===== src/hw/rtl/ala_pkg.sv =====
`timescale 1ns / 1ps
// ----------------------------------------------------------------------------
// ala_pkg: shared definitions for the audio level autoscaler
// Widths, register indexes, reset values and the window clamp that the
// autoscaler modules share.
// ----------------------------------------------------------------------------
package ala_pkg;

    // Field and state widths.
    localparam int DATA_W    = 10;
    localparam int WLEN_W    = 7;
    localparam int AVG_W     = 11;
    localparam int PROD_W    = 2 * DATA_W;
    localparam int CFG_IDX_W = 2;

    // History ring.
    localparam int WINDOW  = 64;
    localparam int HIST_AW = $clog2(WINDOW);

    // Configuration register indexes.
    localparam logic [CFG_IDX_W-1:0] REG_CENTER      = 2'd0;
    localparam logic [CFG_IDX_W-1:0] REG_MAX_SIGNAL  = 2'd1;
    localparam logic [CFG_IDX_W-1:0] REG_WINDOW_LEN  = 2'd2;
    localparam logic [CFG_IDX_W-1:0] REG_NOISE_FLOOR = 2'd3;

    // Reset values.
    localparam logic [DATA_W-1:0] RST_CENTER      = 10'd512;
    localparam logic [DATA_W-1:0] RST_MAX_SIGNAL  = 10'd16;
    localparam logic [WLEN_W-1:0] RST_WINDOW_LEN  = 7'd64;
    localparam logic [DATA_W-1:0] RST_NOISE_FLOOR = 10'd10;
    localparam logic [DATA_W-1:0] RST_SMOOTH      = 10'd10;

    // Window length in use: zero counts as one, anything above the ring size
    // counts as the ring size.
    function automatic logic [WLEN_W-1:0] eff_window(input logic [WLEN_W-1:0] len);
        logic [WLEN_W-1:0] w;
        if (len == '0) begin
            w = WLEN_W'(1);
        end else if (len > WLEN_W'(WINDOW)) begin
            w = WLEN_W'(WINDOW);
        end else begin
            w = len;
        end
        return w;
    endfunction

endpackage


===== src/hw/rtl/audio_level_autoscaler.sv =====
`timescale 1ns / 1ps
// ----------------------------------------------------------------------------
// audio_level_autoscaler: dynamic-range display level for a microphone
//
// Input channel: i_valid / o_stall with i_sample, a raw 10-bit converter
// reading. An item is taken when i_valid is high and o_stall is low.
// Output channel: o_valid / i_stall with o_level, the display level in
// 0..max_signal. One result item is produced for every input item.
// Configuration: i_cfg_valid / o_cfg_ready with i_cfg_index and i_cfg_data;
// registers are center, max_signal, window_len and noise_floor. Writing
// center also reloads the maximum average. Writes are taken only while idle,
// and a write on offer holds off the sample channel for that cycle.
// Processing: an item passes the write, multiply, run, average and output
// states in order, and leaves run once the scan and the divider are done.
// The history scan reads one entry per cycle from the single read port of
// the history RAM, while a serial divider produces the level one quotient
// bit per cycle alongside. One item is processed at a time; the next may
// enter while the result still waits in the output register.
// Reset: synchronous, active low. Configuration, state and valid registers
// return to their defaults; the history reads as zero until each entry is written again.
// Receiver stall: the result holds in the output register and the block
// waits before delivering the following one.
// ----------------------------------------------------------------------------
module audio_level_autoscaler
    import ala_pkg::*;
(
    input  logic                 i_clk,
    input  logic                 i_rst_n,
    input  logic                 i_valid,
    output logic                 o_stall,
    input  logic [DATA_W-1:0]    i_sample,
    output logic                 o_valid,
    input  logic                 i_stall,
    output logic [DATA_W-1:0]    o_level,
    input  logic                 i_cfg_valid,
    output logic                 o_cfg_ready,
    input  logic [CFG_IDX_W-1:0] i_cfg_index,
    input  logic [DATA_W-1:0]    i_cfg_data
);

    localparam logic [2:0] S_IDLE  = 3'd0;
    localparam logic [2:0] S_WRITE = 3'd1;
    localparam logic [2:0] S_MUL   = 3'd2;
    localparam logic [2:0] S_RUN   = 3'd3;
    localparam logic [2:0] S_AVG   = 3'd4;
    localparam logic [2:0] S_OUT   = 3'd5;

    // Configuration registers.
    logic [DATA_W-1:0]  r_center;
    logic [DATA_W-1:0]  r_max_signal;
    logic [WLEN_W-1:0]  r_window_len;
    logic [DATA_W-1:0]  r_noise_floor;

    // Block state.
    logic [2:0]         r_state;
    logic [DATA_W-1:0]  r_smooth;
    logic [HIST_AW-1:0] r_wpos;
    logic [DATA_W-1:0]  r_min_avg;
    logic [AVG_W-1:0]   r_max_avg;
    logic [WINDOW-1:0]  r_hvalid;

    // Per-item working registers.
    logic [DATA_W-1:0]  r_gate;
    logic               r_scale_ok;
    logic [WLEN_W-1:0]  r_rd_addr;
    logic               r_rd_pend;
    logic               r_rd_hv;
    logic               r_first;
    logic [DATA_W-1:0]  r_lo;
    logic [DATA_W-1:0]  r_hi;
    logic [DATA_W-1:0]  r_q;

    // Output register.
    logic               r_o_valid;
    logic [DATA_W-1:0]  r_level;

    logic               in_acc;
    logic               cfg_acc;
    logic [DATA_W-1:0]  abs_val;
    logic [DATA_W-1:0]  gate_val;
    logic [WLEN_W-1:0]  win;
    logic [DATA_W+1:0]  smooth_sum;
    logic [WLEN_W-1:0]  wpos_inc;
    logic               scan_issue;
    logic               scan_busy;
    logic [DATA_W-1:0]  rd_val;
    logic [DATA_W-1:0]  ram_q;
    logic               div_busy;
    logic [PROD_W-1:0]  div_quo;
    logic [PROD_W-1:0]  prod_val;
    logic [AVG_W-1:0]   den_val;
    logic [AVG_W-1:0]   hi_adj;
    logic [DATA_W+6:0]  min_sum;
    logic [AVG_W+6:0]   max_sum;
    logic               out_free;

    assign in_acc   = i_valid && !o_stall;
    assign cfg_acc  = i_cfg_valid && o_cfg_ready;
    assign o_stall  = (r_state != S_IDLE) || i_cfg_valid;
    assign o_cfg_ready = (r_state == S_IDLE);
    assign out_free = !r_o_valid || !i_stall;
    assign win      = eff_window(r_window_len);

    // Centre, rectify and gate the incoming sample.
    always_comb begin
        abs_val  = (i_sample >= r_center) ? (i_sample - r_center) : (r_center - i_sample);
        gate_val = (abs_val <= r_noise_floor) ? '0 : (abs_val - r_noise_floor);
    end

    // Smoother and ring pointer arithmetic.
    always_comb begin
        smooth_sum = {r_smooth, 1'b0} + {2'b00, r_smooth} + {2'b00, r_gate};
        wpos_inc   = {1'b0, r_wpos} + 1'b1;
    end

    // Scaling numerator and divisor from the previous averages, handed
    // straight to the divider as it starts.
    always_comb begin
        prod_val = {{DATA_W{1'b0}}, r_max_signal} *
                   {{DATA_W{1'b0}}, (r_smooth - r_min_avg)};
        den_val  = r_max_avg - {1'b0, r_min_avg};
    end

    // History scan: one read issued per cycle while the window lasts.
    assign scan_issue = (r_state == S_RUN) && (r_rd_addr < win);
    assign scan_busy  = scan_issue || r_rd_pend;
    assign rd_val     = r_rd_hv ? ram_q : '0;

    // Range widening and damped averages.
    always_comb begin
        if ((r_hi - r_lo) < r_max_signal) begin
            hi_adj = {1'b0, r_lo} + {1'b0, r_max_signal};
        end else begin
            hi_adj = {1'b0, r_hi};
        end
        min_sum = {1'b0, r_min_avg, 6'b0} - {7'b0, r_min_avg} + {7'b0, r_lo};
        max_sum = {1'b0, r_max_avg, 6'b0} - {7'b0, r_max_avg} + {7'b0, hi_adj};
    end

    ala_ram #(
        .WIDTH (DATA_W),
        .DEPTH (WINDOW)
    ) u_hist (
        .i_clk   (i_clk),
        .i_we    (r_state == S_WRITE),
        .i_waddr (r_wpos),
        .i_wdata (r_gate),
        .i_raddr (r_rd_addr[HIST_AW-1:0]),
        .o_rdata (ram_q)
    );

    ala_div u_div (
        .i_clk   (i_clk),
        .i_rst_n (i_rst_n),
        .i_start (r_state == S_MUL),
        .i_num   (prod_val),
        .i_den   (den_val),
        .o_busy  (div_busy),
        .o_quo   (div_quo)
    );

    // Configuration register writes.
    always_ff @(posedge i_clk) begin
        if (!i_rst_n) begin
            r_center      <= RST_CENTER;
            r_max_signal  <= RST_MAX_SIGNAL;
            r_window_len  <= RST_WINDOW_LEN;
            r_noise_floor <= RST_NOISE_FLOOR;
        end else if (cfg_acc) begin
            case (i_cfg_index)
                REG_CENTER:      r_center      <= i_cfg_data;
                REG_MAX_SIGNAL:  r_max_signal  <= i_cfg_data;
                REG_WINDOW_LEN:  r_window_len  <= i_cfg_data[WLEN_W-1:0];
                REG_NOISE_FLOOR: r_noise_floor <= i_cfg_data;
                default: ;
            endcase
        end
    end

    // Sequencer and persistent state.
    always_ff @(posedge i_clk) begin
        if (!i_rst_n) begin
            r_state   <= S_IDLE;
            r_smooth  <= RST_SMOOTH;
            r_wpos    <= '0;
            r_min_avg <= '0;
            r_max_avg <= {1'b0, RST_CENTER};
            r_hvalid  <= '0;
            r_rd_pend <= 1'b0;
            r_o_valid <= 1'b0;
        end else begin
            r_rd_pend <= scan_issue;
            if (r_o_valid && !i_stall) begin
                r_o_valid <= 1'b0;
            end
            case (r_state)
                S_IDLE: begin
                    if (cfg_acc && (i_cfg_index == REG_CENTER)) begin
                        r_max_avg <= {1'b0, i_cfg_data};
                    end
                    if (in_acc) begin
                        r_state <= S_WRITE;
                    end
                end
                S_WRITE: begin
                    r_smooth <= smooth_sum[DATA_W+1:2];
                    r_hvalid[r_wpos] <= 1'b1;
                    if (wpos_inc >= win) begin
                        r_wpos <= '0;
                    end else begin
                        r_wpos <= wpos_inc[HIST_AW-1:0];
                    end
                    r_state <= S_MUL;
                end
                S_MUL: begin
                    r_state <= S_RUN;
                end
                S_RUN: begin
                    if (!scan_busy && !div_busy) begin
                        r_state <= S_AVG;
                    end
                end
                S_AVG: begin
                    r_min_avg <= min_sum[DATA_W+5:6];
                    r_max_avg <= max_sum[AVG_W+5:6];
                    r_state   <= S_OUT;
                end
                S_OUT: begin
                    if (out_free) begin
                        r_o_valid <= 1'b1;
                        r_state   <= S_IDLE;
                    end
                end
                default: begin
                    r_state <= S_IDLE;
                end
            endcase
        end
    end

    // Per-item datapath registers.
    always_ff @(posedge i_clk) begin
        if (in_acc) begin
            r_gate <= gate_val;
        end

        // Decide whether the scaled level can be positive at all.
        if (r_state == S_MUL) begin
            r_scale_ok <= (r_smooth > r_min_avg) && (r_max_avg > {1'b0, r_min_avg});
            r_rd_addr  <= '0;
            r_first    <= 1'b1;
        end else if (scan_issue) begin
            r_rd_addr <= r_rd_addr + 1'b1;
        end

        // Track the valid bit of the entry being read.
        r_rd_hv <= r_hvalid[r_rd_addr[HIST_AW-1:0]];

        // Minimum and maximum over the returned history entries.
        if (r_rd_pend) begin
            r_first <= 1'b0;
            if (r_first || (rd_val < r_lo)) begin
                r_lo <= rd_val;
            end
            if (r_first || (rd_val > r_hi)) begin
                r_hi <= rd_val;
            end
        end

        // Clip the quotient to the output range.
        if (r_state == S_AVG) begin
            if (!r_scale_ok) begin
                r_q <= '0;
            end else if (div_quo > {{DATA_W{1'b0}}, r_max_signal}) begin
                r_q <= r_max_signal;
            end else begin
                r_q <= div_quo[DATA_W-1:0];
            end
        end

        if ((r_state == S_OUT) && out_free) begin
            r_level <= r_q;
        end
    end

    assign o_valid = r_o_valid;
    assign o_level = r_level;

endmodule


===== src/hw/rtl/ala_ram.sv =====
`timescale 1ns / 1ps
// ----------------------------------------------------------------------------
// ala_ram: generic simple dual-port RAM
// One write port and one read port with registered read data.
// ----------------------------------------------------------------------------
module ala_ram #(
    parameter int WIDTH = 8,
    parameter int DEPTH = 64
) (
    input  logic                     i_clk,
    input  logic                     i_we,
    input  logic [$clog2(DEPTH)-1:0] i_waddr,
    input  logic [WIDTH-1:0]         i_wdata,
    input  logic [$clog2(DEPTH)-1:0] i_raddr,
    output logic [WIDTH-1:0]         o_rdata
);

    logic [WIDTH-1:0] r_mem [DEPTH];
    logic [WIDTH-1:0] r_rdata;

    // Write port.
    always_ff @(posedge i_clk) begin
        if (i_we) begin
            r_mem[i_waddr] <= i_wdata;
        end
    end

    // Registered read port.
    always_ff @(posedge i_clk) begin
        r_rdata <= r_mem[i_raddr];
    end

    assign o_rdata = r_rdata;

endmodule


===== src/hw/rtl/ala_div.sv =====
`timescale 1ns / 1ps
// ----------------------------------------------------------------------------
// ala_div: serial unsigned divider
// Restoring division, one quotient bit per cycle, for the level scaling.
// ----------------------------------------------------------------------------
module ala_div
    import ala_pkg::*;
(
    input  logic              i_clk,
    input  logic              i_rst_n,
    input  logic              i_start,
    input  logic [PROD_W-1:0] i_num,
    input  logic [AVG_W-1:0]  i_den,
    output logic              o_busy,
    output logic [PROD_W-1:0] o_quo
);

    localparam int CNT_W = $clog2(PROD_W);

    logic              r_busy;
    logic [CNT_W-1:0]  r_cnt;
    logic [AVG_W-1:0]  r_rem;
    logic [AVG_W-1:0]  r_den;
    logic [PROD_W-1:0] r_quo;

    logic [AVG_W:0]    shifted;
    logic [AVG_W:0]    diff;
    logic              take;

    // One restoring step: bring down the next dividend bit and try the divisor.
    always_comb begin
        shifted = {r_rem, r_quo[PROD_W-1]};
        diff    = shifted - {1'b0, r_den};
        take    = (shifted >= {1'b0, r_den});
    end

    // Control state.
    always_ff @(posedge i_clk) begin
        if (!i_rst_n) begin
            r_busy <= 1'b0;
            r_cnt  <= '0;
        end else if (i_start) begin
            r_busy <= 1'b1;
            r_cnt  <= CNT_W'(PROD_W - 1);
        end else if (r_busy) begin
            if (r_cnt == '0) begin
                r_busy <= 1'b0;
            end
            r_cnt <= r_cnt - 1'b1;
        end
    end

    // Datapath: the dividend shifts out as the quotient shifts in.
    always_ff @(posedge i_clk) begin
        if (i_start) begin
            r_rem <= '0;
            r_den <= i_den;
            r_quo <= i_num;
        end else if (r_busy) begin
            r_rem <= take ? diff[AVG_W-1:0] : shifted[AVG_W-1:0];
            r_quo <= {r_quo[PROD_W-2:0], take};
        end
    end

    assign o_busy = r_busy;
    assign o_quo  = r_quo;

endmodule


===== config.mk =====
export PLATFORM = sky130hd
export DESIGN_NAME = audio_level_autoscaler
export DESIGN_NICKNAME = d
export VERILOG_FILES = /design/src/hw/rtl/ala_pkg.sv /design/src/hw/rtl/audio_level_autoscaler.sv /design/src/hw/rtl/ala_ram.sv /design/src/hw/rtl/ala_div.sv
export SDC_FILE = /design/constraint.sdc
export NUM_CORES = 2
export LEC_CHECK = 0
export BUFFER_PORTS_ARGS = -buffer_cell sky130_fd_sc_hd__buf_2
export CAP_MARGIN = 20
export CORE_ASPECT_RATIO = 2
export CORE_MARGIN = 1.5
export CORE_UTILIZATION = 55
export DETAILED_ROUTE_END_ITERATION = 10
export GPL_ROUTABILITY_DRIVEN = 0
export PLACE_DENSITY = 0.72
export SLEW_MARGIN = 20
export SYNTH_ARGS = -nofsm -noshare
export SYNTH_HDL_FRONTEND = slang
export SYNTH_SLANG_ARGS = --single-unit

===== constraint.sdc =====
create_clock -name i_clk -period 9 [get_ports i_clk]
set_clock_uncertainty 0.15 [all_clocks]
set_input_delay 1.8 -clock i_clk [delete_from_list [all_inputs] [get_ports i_clk]]
set_output_delay 1.8 -clock i_clk [all_outputs]
set_load 0.01 [all_outputs]

==> parameters.txt <==
Parameter                              Value

STA
  Number of pins with negative max-slew slack in the final report    0
  Final worst path period share    0.908
  Worst slew margin    0.140
  Unrepaired setup endpoints after global routing    no
  Transition at the pin with the smallest max-transition slack    1.28 ns
  Maximum clock rate    122 MHz
  Final worst hold slack    0.262 ns
  Count of final setup violators    0
  Number of hold violations in the final report    0
  Min Tclk post-route    8.18 ns
  Total Neg Setup Slack    0 ns

Global route
  Number of antenna violations at the first check in global routing    0
  Overall Global Routing Usage    0.272
  Met3 capacity usage during global routing    0.0423
  Most utilized layer in the global route result    met2
  Met1 Track Usage GR    0.266
  Total congestion overflow    0
  Vias in the first global route    27,400
  Met2 GRT Util    0.511
  Maximum number of pins on one net before global-route repair    108
  First-pass GRT wire length    163,000 um

Worst setup path
  Kind of start point of the critical path    flop
  Worst endpoint required time    9.24 ns
  Crit path launch    r_min_avg[1]
  Delay contributed by the slowest stage of the critical path    0.65 ns
  CP Buf/Inv Count    4
  Length in cells of the worst reg-to-reg path    30
  Highest fanout seen on the critical path    10
  Register-to-register path setup slack    0.82 ns
  Crit path capture type    flop
  Data arrival time at the worst-slack endpoint    8.42 ns
  Worst Setup Path Type    reg2reg
  CP Capture Point    u_div.o_quo[19]
  Launching point of the worst reg2reg path    r_min_avg[1]
  Destination of the worst register-to-register timing path    u_div.o_quo[19]
  Cell with the biggest individual delay on the critical path    sky130_fd_sc_hd__xnor2_1
  Most common cell on crit path    sky130_fd_sc_hd__fa_1
  Kind of cell adding the most delay to the critical path    adder cells
  Count of cell instances traversed by the critical path    30

Route
  Vias per inst    6.09
  Antenna-violating nets left    0
  DR vias    25,600
  Remaining design rule violation count    0
  Initial DRC Count    1,886
  Average routed wire per standard cell    25.6 um
  Drt pass-1 iters    5
  DRT Wirelength    108,000 um

Pwr
  Maximum vdd ir drop    0.155 mV
  Int Pwr    7610 uW
  Share of total power consumed by net switching    0.285
  Net switching power of the design    3030 uW
  Cell area power density    223 mW/mm2
  Combinational share of power    0.219
  Sequential fraction of design power    0.453
  Clock Power Share    0.328
  Static leakage    0.0172 uW

Clocking
  Source-to-sink clock delay at the later pin of the worst-skew pair    0.67 ns
  Post-cts sizing count    0
  Root Driver    sky130_fd_sc_hd__clkbuf_16
  Sinks on Clock Net    901
  Number of setup buffers added after CTS    0
  H-tree levels    3
  Maximum clock path buffer count    3
  CTS buffer count    75
  TritonCTS clock tree    done
  Hold-fix buffers at CTS    0
  Clock-pin slew of the registers on the worst-case setup and hold paths    0.07 ns

Cells and area
  Layout fillers    5,813
  Most common cell after layout, fill and taps aside    sky130_fd_sc_hd__edfxtp_1
  Area Overhead vs Synth    9.26%
  Commonest cells after routing, fill and taps aside    sky130_fd_sc_hd__edfxtp_1 (722), sky130_fd_sc_hd__nor2_1 (275), sky130_fd_sc_hd__inv_1 (235), sky130_fd_sc_hd__ha_1 (235), sky130_fd_sc_hd__mux4_2 (231)
  Layout cells sized above 1    0.155
  Net count, final    3,468
  Post-layout instance count excluding filler cells    4,209

Synthesis
  Number of warnings issued by yosys    0
  Syn Area/Cell    14.1 um2
  Number of flops mapped to enable cells by yosys    722
  Distinct cells, synth    62
  Register bit count reported by yosys    901
  Dominant register cell in the synthesized netlist    sky130_fd_sc_hd__edfxtp_1
  Sequential area share after synthesis    0.579
  Share of synthesized registers carrying an async set or reset    0
  Total standard cell area after synthesis    0.0436 mm2
  Post-Synthesis Cells    3,091
  Net count after synthesis    3,442

Floorplanning
  Initial Util    0.556
  FP Rows    145
  Die height    401 um
  Horizontal extent of the die    202 um
  Floorplan Core Area    0.0784 mm2
  Top-level I/O count    40
  Floorplan die area    0.0811 mm2

Hold path
  Type of the worst min-delay path    reg2reg

Placement
  Hpwl dp    75,300 um
  Port buffer count    39
  Post-Place Cells    4,064

Status
  Run status    finished clean

Job
  Max cap viols    0
-- state kept, by name, summed over array words and instances (netlist names), 11 cells and up --
| register | flops |
|---|---|
| u_div.o_quo | 20 |
| u_hist.r_mem | 640 |
| u_div.r_den | 11 |
| r_hvalid | 64 |
| u_div.r_rem | 11 |
| r_max_avg | 11 |
-- kinds of logic (layout without fill, tap and decap cells) --
| kind of cell | count (synthesis) | count (layout) | share of synthesized area |
|---|---|---|---|
| flops | 901 | 901 | 0.579 |
| buf+inv | 362 | 450 | 0.0313 |
| compound gates | 376 | 376 | 0.0534 |
| other cells | 0 | 1 | 0 |
| fa+ha+maj | 324 | 324 | 0.108 |
| mux | 276 | 276 | 0.130 |
| simple gates | 757 | 757 | 0.0786 |
| xor+xnor | 95 | 95 | 0.0191 |
-- metrics by stage --
| step | total power (uW) | util | worst slack, ns | area, um2 |
|---|---|---|---|---|
| after global routing | 11100 | 0.608 | 0.195 | 47600 |
| after global placement | 7150 | 0.572 | 1.12 | 44900 |
| final | 10600 | 0.608 | 0.824 | 47600 |
| after CTS | 10700 | 0.606 | 0.887 | 47500 |
| after floorplan | 6560 | - | 1.99 | 43600 |
| after detailed placement | 7240 | 0.573 | 0.918 | 44900 |
-- routing by layer --
metal,vias to the layer above,share of wire
met3,327,0.046
met4,0,0.080
met1,13100,0.32
li1,11400,-
met5,-,0
met2,836,0.55
-- synth_stat cells, types with 29 or more instances --
library cell	instances	share of area
sky130_fd_sc_hd__a21o_1	29	0.0050
sky130_fd_sc_hd__a21oi_1	123	0.014
sky130_fd_sc_hd__and2_1	63	0.0090
sky130_fd_sc_hd__clkbuf_1	98	0.0084
sky130_fd_sc_hd__dfxtp_1	179	0.082
sky130_fd_sc_hd__edfxtp_1	722	0.50
sky130_fd_sc_hd__fa_1	89	0.041
sky130_fd_sc_hd__ha_1	235	0.067
sky130_fd_sc_hd__inv_1	236	0.020
sky130_fd_sc_hd__mux2i_1	41	0.0094
sky130_fd_sc_hd__mux4_2	231	0.12
sky130_fd_sc_hd__nand2_1	203	0.017
sky130_fd_sc_hd__nand2b_1	30	0.0043
sky130_fd_sc_hd__nor2_1	310	0.027
sky130_fd_sc_hd__o21ai_0	94	0.011
sky130_fd_sc_hd__xnor2_1	55	0.011
sky130_fd_sc_hd__xor2_1	40	0.0080
-- final cells by class --
cell class	count	area (um2)	area share
Inverter	237	892	0.0187
Sequential cell	901	25300	0.531
Multi-Input combinational cell	1828	17100	0.359
Clock buffer	92	2050	0.0430
Antenna cell	1	2.50	0.0000525
Tap cell	1029	1290	0.0270
Clock inverter	47	573	0.0120
Timing Repair Buffer	74	474	0.00995
-- worst min path at each step --
| stage | cells past startpoint | slack (ns) | startpoint | to |
|---|---|---|---|---|
| after floorplan | 0 | 0.25 | r_q[0] | o_level[0] |
| after global placement | 0 | 0.25 | r_q[5] | o_level[5] |
| after detailed placement | 0 | 0.25 | r_q[8] | o_level[8] |
| after CTS | 0 | 0.27 | r_q[8] | o_level[8] |
| after global routing | 0 | 0.27 | r_q[8] | o_level[8] |
| final | 0 | 0.26 | r_q[8] | o_level[8] |
-- power groups by stage --
stage          logic [uW]  clock network, uW  registers, uW
6_report             2330               3490           4820
5_1_grt              2570               3660           4830
4_1_cts              2340               3520           4820
3_5_place_dp         2330                  0           4910
3_3_place_gp         2250                  0           4910
2_1_floorplan        1660                  0           4900
No activity file was read; power rests on OpenSTA's default activity.
